[src/rtl/u8d_pkg.sv]
// Shared types and constants for the UTF-8 sequence decoder.
`default_nettype none

package u8d_pkg;

  localparam int BYTE_W     = 8;
  localparam int CP_W       = 31;
  localparam int LEN_W      = 3;
  localparam int LEAD_PAY_W = 7;
  localparam int CONT_PAY_W = 6;
  localparam int NUM_CONT   = 5;

  // Continuation bytes are 10xxxxxx.
  localparam logic [1:0] CONT_TAG = 2'b10;

  // Sequence lengths; zero flags a malformed sequence.
  localparam logic [LEN_W-1:0] LEN_BAD = 3'd0;
  localparam logic [LEN_W-1:0] LEN_1   = 3'd1;
  localparam logic [LEN_W-1:0] LEN_2   = 3'd2;
  localparam logic [LEN_W-1:0] LEN_3   = 3'd3;
  localparam logic [LEN_W-1:0] LEN_4   = 3'd4;
  localparam logic [LEN_W-1:0] LEN_5   = 3'd5;
  localparam logic [LEN_W-1:0] LEN_6   = 3'd6;

  typedef struct packed {
    logic [LEN_W-1:0]      len;
    logic [LEAD_PAY_W-1:0] payload;
  } lead_info_t;

  typedef struct packed {
    logic                  ok;
    logic [CONT_PAY_W-1:0] payload;
  } cont_info_t;

endpackage

`default_nettype wire

[src/rtl/u8d_lead.sv]
// Lead lane: length and masked payload of the lead byte.
`default_nettype none

module u8d_lead
  import u8d_pkg::*;
(
  input  logic [BYTE_W-1:0] lead_byte,
  output lead_info_t        info
);

  always_comb begin
    info.len     = LEN_BAD;
    info.payload = '0;
    if (!lead_byte[7]) begin
      info.len     = LEN_1;
      info.payload = lead_byte[6:0];
    end else if (lead_byte[7:5] == 3'b110) begin
      info.len     = LEN_2;
      info.payload = {2'b0, lead_byte[4:0]};
    end else if (lead_byte[7:4] == 4'b1110) begin
      info.len     = LEN_3;
      info.payload = {3'b0, lead_byte[3:0]};
    end else if (lead_byte[7:3] == 5'b11110) begin
      info.len     = LEN_4;
      info.payload = {4'b0, lead_byte[2:0]};
    end else if (lead_byte[7:2] == 6'b111110) begin
      info.len     = LEN_5;
      info.payload = {5'b0, lead_byte[1:0]};
    end else if (lead_byte[7:1] == 7'b1111110) begin
      info.len     = LEN_6;
      info.payload = {6'b0, lead_byte[0]};
    end
    // lone continuation bytes and 0xFE/0xFF stay malformed
  end

endmodule

`default_nettype wire

[src/rtl/u8d_cont.sv]
// Continuation lane: tag check and six-bit payload of one trailing byte.
`default_nettype none

module u8d_cont
  import u8d_pkg::*;
(
  input  logic [BYTE_W-1:0] cont_byte,
  output cont_info_t        info
);

  assign info.ok      = (cont_byte[7:6] == CONT_TAG);
  assign info.payload = cont_byte[CONT_PAY_W-1:0];

endmodule

`default_nettype wire

[src/rtl/u8d_merge.sv]
// Merge stage: check the needed lanes and assemble the code point.
`default_nettype none

module u8d_merge
  import u8d_pkg::*;
(
  input  lead_info_t            lead,
  input  cont_info_t            conts [NUM_CONT],
  output logic [CP_W-1:0]       code_point,
  output logic [LEN_W-1:0]      used_bytes
);

  logic [NUM_CONT-1:0] need;
  logic [NUM_CONT-1:0] good;
  logic [CP_W-1:0]     cp_raw;
  logic                chain_ok;

  always_comb begin
    for (int i = 0; i < NUM_CONT; i++) begin
      good[i] = conts[i].ok;
    end
  end

  always_comb begin
    need   = '0;
    cp_raw = '0;
    case (lead.len)
      LEN_1: begin
        cp_raw = {24'b0, lead.payload};
      end
      LEN_2: begin
        need   = 5'b00001;
        cp_raw = {20'b0, lead.payload[4:0], conts[0].payload};
      end
      LEN_3: begin
        need   = 5'b00011;
        cp_raw = {15'b0, lead.payload[3:0], conts[0].payload, conts[1].payload};
      end
      LEN_4: begin
        need   = 5'b00111;
        cp_raw = {10'b0, lead.payload[2:0], conts[0].payload, conts[1].payload,
                  conts[2].payload};
      end
      LEN_5: begin
        need   = 5'b01111;
        cp_raw = {5'b0, lead.payload[1:0], conts[0].payload, conts[1].payload,
                  conts[2].payload, conts[3].payload};
      end
      LEN_6: begin
        need   = 5'b11111;
        cp_raw = {lead.payload[0], conts[0].payload, conts[1].payload,
                  conts[2].payload, conts[3].payload, conts[4].payload};
      end
      default: begin
        need   = '0;
        cp_raw = '0;
      end
    endcase
  end

  // every lane the lead byte asks for must carry a continuation tag
  assign chain_ok   = ((need & ~good) == '0) && (lead.len != LEN_BAD);
  assign code_point = chain_ok ? cp_raw : '0;
  assign used_bytes = chain_ok ? lead.len : LEN_BAD;

endmodule

`default_nettype wire

[src/rtl/utf8_sequence_decoder_top.sv]
// Top level of the UTF-8 sequence decoder: lanes, pipeline registers, merge.
`default_nettype none

// Decodes one UTF-8 sequence from a six-byte window per beat. A window whose
// lead byte is ASCII returns that byte with length 1; a lead byte with k
// leading ones (k = 2..6) expects k-1 bytes of the form 10xxxxxx after it and
// returns the assembled code point with length k. A lone continuation byte,
// a lead of 0xFE or 0xFF, or a broken chain returns length 0 and code point
// 0; bytes beyond the sequence length are ignored. One beat is accepted
// every cycle while item_stall is low and is registered in stage one and
// then the output register. Stage one runs six lanes side by side (one lead
// lane, five continuation lanes) and registers what each lane found; stage
// two merges the lanes into the code point and length and holds it in the
// output register. Each stage advances whenever the stage after it is empty
// or moving, so stalls on the result side back up into item_stall.
module utf8_sequence_decoder_top
  import u8d_pkg::*;
(
  input  logic              clk,
  input  logic              rst,
  input  logic              item_valid,
  output logic              item_stall,
  input  logic [BYTE_W-1:0] byte0,
  input  logic [BYTE_W-1:0] byte1,
  input  logic [BYTE_W-1:0] byte2,
  input  logic [BYTE_W-1:0] byte3,
  input  logic [BYTE_W-1:0] byte4,
  input  logic [BYTE_W-1:0] byte5,
  output logic              result_valid,
  input  logic              result_stall,
  output logic [CP_W-1:0]   code_point,
  output logic [LEN_W-1:0]  used_bytes
);

  // Lane outputs, unregistered.
  lead_info_t lead_lane;
  cont_info_t cont_lane [NUM_CONT];
  logic [BYTE_W-1:0] cont_bytes [NUM_CONT];

  // Stage one registers.
  logic       s1_valid;
  lead_info_t s1_lead;
  cont_info_t s1_cont [NUM_CONT];

  // Merge outputs and handshake.
  logic [CP_W-1:0]  merge_cp;
  logic [LEN_W-1:0] merge_len;
  logic             s2_ready;
  logic             s1_ready;

  assign cont_bytes[0] = byte1;
  assign cont_bytes[1] = byte2;
  assign cont_bytes[2] = byte3;
  assign cont_bytes[3] = byte4;
  assign cont_bytes[4] = byte5;

  u8d_lead u_lead (
    .lead_byte (byte0),
    .info      (lead_lane)
  );

  for (genvar g = 0; g < NUM_CONT; g++) begin : g_cont
    u8d_cont u_cont (
      .cont_byte (cont_bytes[g]),
      .info      (cont_lane[g])
    );
  end

  // Output register frees up when empty or being drained this cycle.
  assign s2_ready   = !result_valid || !result_stall;
  assign s1_ready   = !s1_valid || s2_ready;
  assign item_stall = !s1_ready;

  // Stage one: capture lane findings on an accepted beat.
  always_ff @(posedge clk) begin
    if (rst) begin
      s1_valid <= 1'b0;
    end else if (s1_ready) begin
      s1_valid <= item_valid;
    end
  end

  always_ff @(posedge clk) begin
    if (s1_ready && item_valid) begin
      s1_lead <= lead_lane;
      for (int i = 0; i < NUM_CONT; i++) begin
        s1_cont[i] <= cont_lane[i];
      end
    end
  end

  u8d_merge u_merge (
    .lead       (s1_lead),
    .conts      (s1_cont),
    .code_point (merge_cp),
    .used_bytes (merge_len)
  );

  // Stage two: hold the merged result until the consumer takes it.
  always_ff @(posedge clk) begin
    if (rst) begin
      result_valid <= 1'b0;
    end else if (s2_ready) begin
      result_valid <= s1_valid;
    end
  end

  always_ff @(posedge clk) begin
    if (s2_ready && s1_valid) begin
      code_point <= merge_cp;
      used_bytes <= merge_len;
    end
  end

  // A malformed sequence never carries a code point.
  a_bad_zero_cp: assert property (@(posedge clk) disable iff (rst)
    (result_valid && (used_bytes == LEN_BAD)) |-> (code_point == '0))
    else $error("malformed result with nonzero code point");

  // Length never exceeds six bytes.
  a_len_range: assert property (@(posedge clk) disable iff (rst)
    result_valid |-> (used_bytes != 3'd7))
    else $error("used_bytes out of range");

  // A beat parked in stage one stays there while the output is blocked.
  a_s1_hold: assert property (@(posedge clk) disable iff (rst)
    (s1_valid && !s2_ready) |=> (s1_valid && $stable(s1_lead)))
    else $error("stage one lost a beat under backpressure");

  // An ASCII lead always decodes with length one and a code point below 128.
  a_ascii: assert property (@(posedge clk) disable iff (rst)
    (s1_valid && s2_ready && (s1_lead.len == LEN_1))
      |=> (used_bytes == LEN_1 && code_point[CP_W-1:LEAD_PAY_W] == '0))
    else $error("ASCII lead decoded wrongly");

endmodule

`default_nettype wire
[config.mk]
export PLATFORM = sky130hd
export DESIGN_NAME = utf8_sequence_decoder_top
export DESIGN_NICKNAME = d
export VERILOG_FILES = /design/src/rtl/u8d_pkg.sv /design/src/rtl/u8d_lead.sv /design/src/rtl/u8d_cont.sv /design/src/rtl/u8d_merge.sv /design/src/rtl/utf8_sequence_decoder_top.sv
export SDC_FILE = /design/constraint.sdc
export NUM_CORES = 1
export LEC_CHECK = 0
export ABC_CLOCK_PERIOD_IN_PS = 3850
export BUFFER_PORTS_ARGS = -buffer_cell sky130_fd_sc_hd__buf_2
export CORE_MARGIN = 1.5
export CORE_UTILIZATION = 45
export CTS_CLUSTER_DIAMETER = 150
export DETAILED_ROUTE_END_ITERATION = 8
export GPL_ROUTABILITY_DRIVEN = 0
export PLACE_DENSITY = 0.68
export SKIP_LAST_GASP = 1
export SLEW_MARGIN = 20
export SYNTH_ARGS = -nofsm -noshare
export SYNTH_HDL_FRONTEND = slang
export SYNTH_HIERARCHICAL = 1
export SYNTH_SLANG_ARGS = --single-unit
[constraint.sdc]
create_clock -name clk -period 3.85 [get_ports clk]
set_clock_uncertainty 0.2 [all_clocks]
set_input_delay 0.385 -clock clk [delete_from_list [all_inputs] [get_ports clk]]
set_output_delay 0.385 -clock clk [all_outputs]
set_load 0.01 [all_outputs]
==> results.md, run 1 <==
* Initial Utilization at 46.6%
* Setup tns final at 0 ns
* Worst slew margin at roughly 25%
* Netlist Area Pre-Place at 4090 sq um
* Largest cells by area after synthesis: edfxtp_1 58%, buf_4 6.6%, nor3_1 3.2%, mux2i_1 2.2%, mux2_1 2.2%
* Clock Path Buffers at 2
* Post-route cell area at 4910 sq um
* CTS tree: yes
* Post-synth top cells: 79 x edfxtp_1, 36 x buf_4, 26 x nor3_1, 18 x nand2_1, 15 x nor2_1
* Multi-input gate area at 1320 sq um
* Final hold violations at 0
* Power per cell area at 406 nW/um^2
* Status: finished clean
* Port Buffers at just under 90
* Measured slew at the worst slew-check pin at around 1.1 ns
* Buf+Inv Stages, Crit Path at 0
* Detailed Route Iter0 Violations at just under 400
* FMAX at 0.343 GHz
* CTS Buf Count at 9
* Crit path max-delay family: flip-flops
* Worst hold path class: in -> reg
* Drt total wl at 8720 um
* Dpl hpwl at 5770 um
* Critical Path Fanout Max at 34
* H-tree Lvls at 3
* DRC at 0
* Top_reg_cell synth: edfxtp_1
* Largest stage delay, worst path at 1.10 ns
* Final period util at 75.7%
* Skew-Pair Late Insertion Delay at 0.37 ns
* Post-synth EDFFs at 79
* FF/Latch Area at 2410 sq um
* # clock sinks at 81
* Height of the die at 98.3 um
* Post-DP Area at 4370 sq um
* Top Ports at 88
* Drt first pass iters at 6
* Crit start category: flop
* Share of the yosys chip area belonging to registers at just under 60%
* Nets@finish at about 460
* Synth area leader: edfxtp_1
* Die width at slightly below 100 um
* Yosys warns at 6
* Syn nets at 375
* Crit path DAT at between 2 and 3 ns
* Row cnt at 34
* CTS-repair resized insts at 0
* CORE AREA at 8760 sq um
* Area Growth Syn to Fin at 20.3%
* Worst path slowest cell: edfxtp_1
* Worst Path Required at between 3 and 4 ns
* N_diodes at 0
* Avg Inst Size Synth at 12.7 sq um
* Worst vdd ir at a little over 0.0002 V
* RSZ-0062 raised after global routing: no
* Vias per Instance at approximately 5.5
* Top-count cell post-synth: edfxtp_1
* Antenna violations before repair at 0
* # fillers at 729
* GRT Util Overall at 18.2%
* Endpoints failing setup at 0
* Vias in the first global route at 2641
* Post-Syn Instances at 323
* First-pass GRT wire length at 13600 um
* Root Driver: clkbuf_8
* Wire per inst at 16.8 um
* Total number of vias at 2883
* WS Path Type: reg -> reg
* Layout cells sized above 1 at 31.6%
* FFs w/ async S/R, synth at 0%
* Cell breakdown of the critical path: o21ai_1 -> a31oi_4 -> nor3_1
* Worst-path clk slew at approximately 0.08 ns
* DRT antenna net count at 0
* GR Overflow Total at 0
* Tmin final at 2.92 ns
* Synth top area share at 58.1%
* Critical Path Sink Type: flop
* Largest net degree at the start of global routing at 46
* Die area at 9660 sq um
* Yosys reg bits at 81
* Final Slew Violations at 0
* Max-Cap Viols at 0
* Static Leak at ~1.8 nW
* Synth unique cells at just under 50
[kinds of logic after synthesis]
group | count (synthesis) | share of synthesized area, %
and+or+nand+nor | 99 | 14.1
DFF | 81 | 59.0
AOI/OAI and AO/OA | 65 | 12.2
buffers and inverters | 57 | 9.19
muxes | 21 | 5.51
[flip-flops by register name, indices dropped and copies added (netlist names)]
register,count
result_valid,1
s1_cont,35
code_point,31
s1_lead,10
used_bytes,3
s1_valid,1
[stage by stage]
stage	worst slack (ns)	hold WS [ns]	power, mW	util, %	cells
2_1_floorplan	0.268	0.247	1.25	-	323
3_3_place_gp	1.09	0.291	1.32	49.8	473
3_5_place_dp	0.983	0.301	1.32	49.8	473
4_1_cts	0.960	0.00193	2.00	55.5	518
5_1_grt	0.767	0.00115	2.06	56.1	520
6_report	0.935	0.00756	1.99	56.1	520
[cells in the final DEF, fill, tap and decap left out, types with 6 or more instances in the layout]
| cell type | netlist | layout |
|---|---|---|
| inv_1 | 6 | 6 |
| a22o_1 | 8 | 8 |
| nand2_1 | 18 | 18 |
| edfxtp_1 | 79 | 79 |
| clkbuf_8 | 0 | 9 |
| buf_2 | 9 | 87 |
| nor2b_1 | 8 | 8 |
| nor2_1 | 15 | 14 |
| a221oi_1 | 9 | 9 |
| mux2i_1 | 9 | 9 |
| mux2_1 | 8 | 8 |
| a21oi_1 | 10 | 10 |
| dlygate4sd3_1 | 0 | 29 |
| o21ai_0 | 7 | 7 |
| nor3_1 | 26 | 26 |
[report_power, final]
group | internal (mW) | switching [mW] | leakage [nW]
registers | 1.03 | 0.0407 | 0.769
clock network | 0.361 | 0.301 | 0.0976
logic | 0.122 | 0.144 | 0.975
[layer usage]
layer / global-route usage, % / vias up / routed length (um)
met1: 25.0 / 1343 / 3860
met5: 0 / - / 0
met4: 9.10 / 0 / 199
li1: - / 1366 / -
met3: 4.58 / 18 / 699
met2: 26.9 / 156 / 3960
[timing repair]
item | 4_1_cts | 5_1_grt
hold buffers | 29 | 0
endpoints found under the setup margin | 0 | 0
endpoints found under the hold margin | 30 | 0
setup buffers | 0 | 0
[worst paths after layout]
check                              to  slack, ns  depth (start not counted)                  start
min reg2reg     s1_valid$_SDFFE_PP0P_       0.32                          2  s1_valid$_SDFFE_PP0P_
max          code_point[29]$_DFFE_PP_       0.93                          3   s1_lead[8]$_DFFE_PP_
min              s1_cont[9]$_DFFE_PP_      0.008                          1               byte4[2]
max reg2reg  code_point[29]$_DFFE_PP_       0.93                          3   s1_lead[8]$_DFFE_PP_
[area by class of cell]
type                       count  area share, %
tap                          108           2.75
multi-input combinational    185           26.9
sequential                    81           49.1
inverter                       8          0.611
clock buffer                  10           2.60
timing repair buffer         122           16.3
clock inverter                 6           1.68
Note: power is estimated with default switching activity, not from simulation.
==> run 2, diff against run 1 <==
ABC_CLOCK_PERIOD_IN_PS = 2650   (was 3850)
PLACE_DENSITY = 0.71   (was 0.68)
clock period = 2.65 ns   (was 3.85 ns; I/O delays follow)
==> results.md, run 2 (synthesis results as in run 1) <==
* Detailed Route Iter0 Violations at 274 (-31%)
* Worst-path clk slew at 0.08 ns (about the same)
* Nets@finish at 477 (+3.9%)
* N_diodes at 0 (unchanged)
* Endpoints failing setup at 0 (unchanged)
* Clock power frac at 28.2% (-5.0 points)
* Initial Utilization at 46.6% (unchanged)
* RSZ-0062 raised after global routing: no
* Die area at 9660 sq um (unchanged)
* H-tree Lvls at 3 (unchanged)
* CTS tree: yes
* Cell breakdown of the critical path: buf_4 -> mux2_2 -> a221oi_1 -> nor4_1
* First-pass GRT wire length at 14200 um (+5.0%)
* Tmin final at 2.28 ns (-0.633 ns)
* Dpl hpwl at 6030 um (+4.5%)
* Final Non-Filler Cells at 538 (+3.5%)
* FMAX at 0.438 GHz (+28%)
* Vias per Instance at 5.53 (-0.33%)
* Layout cells sized above 1 at 31.4% (-0.16 points)
* Worst Setup SP: s1_lead[8]$_DFFE_PP_
* Final period util at 86.1% (+10 points)
* Worst vdd ir at 0.000251 V (+21%)
* CORE AREA at 8760 sq um (unchanged)
* DRC at 0 (unchanged)
* Die width at 98.3 um (unchanged)
* Seq pwr share at 56.7% (+3.2 points)
* Skew-Pair Late Insertion Delay at 0.35 ns (-0.02 ns)
* Most frequent cells in the layout: 87 x buf_2, 79 x edfxtp_1, 40 x dlygate4sd3_1, 26 x nor3_1, 18 x nand2_1
* Height of the die at 98.3 um (unchanged)
* WS Path Type: reg -> reg
* DRT antenna net count at 0 (unchanged)
* Number of flip-flops in the largest register at 35 (unchanged)
* Top Ports at 88 (unchanged)
* Drt total wl at 8880 um (+1.9%)
* Worst path slowest cell: edfxtp_1
* Clock Path Buffers at 2 (unchanged)
* Setup tns final at 0 ns (unchanged)
* Switching Share at 24.6% (+0.25 points)
* Worst hold path class: in -> reg
* Root Driver: clkbuf_8
* Placed Cells at 482 (+1.9%)
* Static Leak at 1.90 nW (+3.5%)
* Crit path DAT at 2.16 ns (-0.62 ns)
* GR Overflow Total at 0 (unchanged)
* Fin util at 57.2% (+1.1 points)
* Largest registers: s1_cont (35), code_point (31), s1_lead (10)
* Total number of vias at 2973 (+3.1%)
* Vias in the first global route at 2908 (+10%)
* Row cnt at 34 (unchanged)
* Most common cell after layout, fill and taps aside: buf_2
* NetSw at 0.669 mW (+38%)
* Max-Cap Viols at 0 (unchanged)
* Worst slew margin at 59.5% (+35 points)
* Final Slew Violations at 0 (unchanged)
* Largest net degree at the start of global routing at 46 (unchanged)
* Hold_sp: byte3[7]
* Internal cell power at 2.05 mW (+36%)
* R2R Path Start: s1_lead[8]$_DFFE_PP_
* Wire per inst at 16.5 um (-1.5%)
* Setup bufs post-CTS at 0 (unchanged)
* Largest stage delay, worst path at 0.74 ns (-0.36 ns)
* CTS Buf Count at 9 (unchanged)
* Comb power frac at 15.1% (+1.7 points)
* Antenna violations before repair at 0 (unchanged)
* Status: finished clean
* Final hold violations at 0 (unchanged)
* GRT Util Overall at 18.9% (+0.73 points)
* Crit start category: flop
* Setup ws final at 0.368 ns (-0.567 ns)
* Drt first pass iters at 5 (-1)
* Worst Path Required at 2.53 ns (-1.18 ns)
* Placement Setup Slack at 0.420 ns (-0.563 ns)
* Measured slew at the worst slew-check pin at 0.607 ns (-0.521 ns)
* Port Buffers at 87 (unchanged)
* Critical Path Fanout Max at 18 (-47%)
* Overall power at 2.72 mW (+36%)
* Area Growth Syn to Fin at 22.6%
* Power per cell area at 543 nW/um^2 (+34%)
* # clock sinks at 81 (unchanged)
* Top reg by flops: s1_cont
* Critical Path Sink Type: flop
[run 2: changes by cell type in the layout (fill, tap and decap cells not counted)]
cell,previous run,this run
dlygate4sd3_1,29,40
buf_4,4,12
clkbuf_1,1,5
bufinv_16,2,0
clkinv_1,2,0
clkinvlp_4,2,0
buf_16,1,0
clkbuf_8,9,10
clkinv_2,0,1
[run 2: through the flow]
stage          area (sq um)  hold slack, ns
6_report               5010          0.0200
2_1_floorplan          4090           0.127
5_1_grt                5010         0.00746
3_3_place_gp           4450           0.241
4_1_cts                5010        0.000761
3_5_place_dp           4450           0.241
[run 2: power by group through the flow]
| stage | Combinational, mW | Clock (mW) | Sequential, mW |
|---|---|---|---|
| CTS | 0.406 | 0.791 | 1.54 |
| detailed placement | 0.359 | 0 | 1.57 |
| floorplan | 0.253 | 0 | 1.56 |
| global placement | 0.354 | 0 | 1.57 |
| global route | 0.448 | 0.841 | 1.55 |
| finish | 0.412 | 0.766 | 1.54 |
[run 2: metal layers]
metal	global-route usage, %	routed length [um]	vias up
met2	28.8	4080	168
li1	-	-	1406
met5	0	0	-
met3	5.65	724	25
met1	25.4	3860	1374
met4	7.80	225	0
[run 2: cell type report]
class,count,area (sq um)
multi-input combinational,185,1320
tap,108,135
clock inverter,1,5.00
timing repair buffer,140,946
clock buffer,15,156
sequential,81,2410
inverter,8,30.0
fill,762,3750
[run 2: worst paths after layout]
path,endpoint,slack (ns),cells past startpoint
hold / removal,s1_cont[20]$_DFFE_PP_,0.02,2
hold reg to reg,result_valid$_SDFFE_PP0P_,0.33,2
setup reg to reg,code_point[5]$_DFFE_PP_,0.37,4
setup / recovery,code_point[5]$_DFFE_PP_,0.37,4
[run 2: worst max-delay path, delay by kind of cell, from the launching register on]
family / cells / cell delay [ns]
AOI/OAI and AO/OA: 1 / 0.27
buffers and inverters: 1 / 0.34
DFF: 1 / 0.74
muxes: 1 / 0.36
and+or+nand+nor: 1 / 0.09
[run 2: what timing repair did]
item,4_1_cts,5_1_grt
hold buffers,40,0
endpoints found under the hold margin,37,0
resized for setup,0,0
endpoints found under the setup margin,0,0
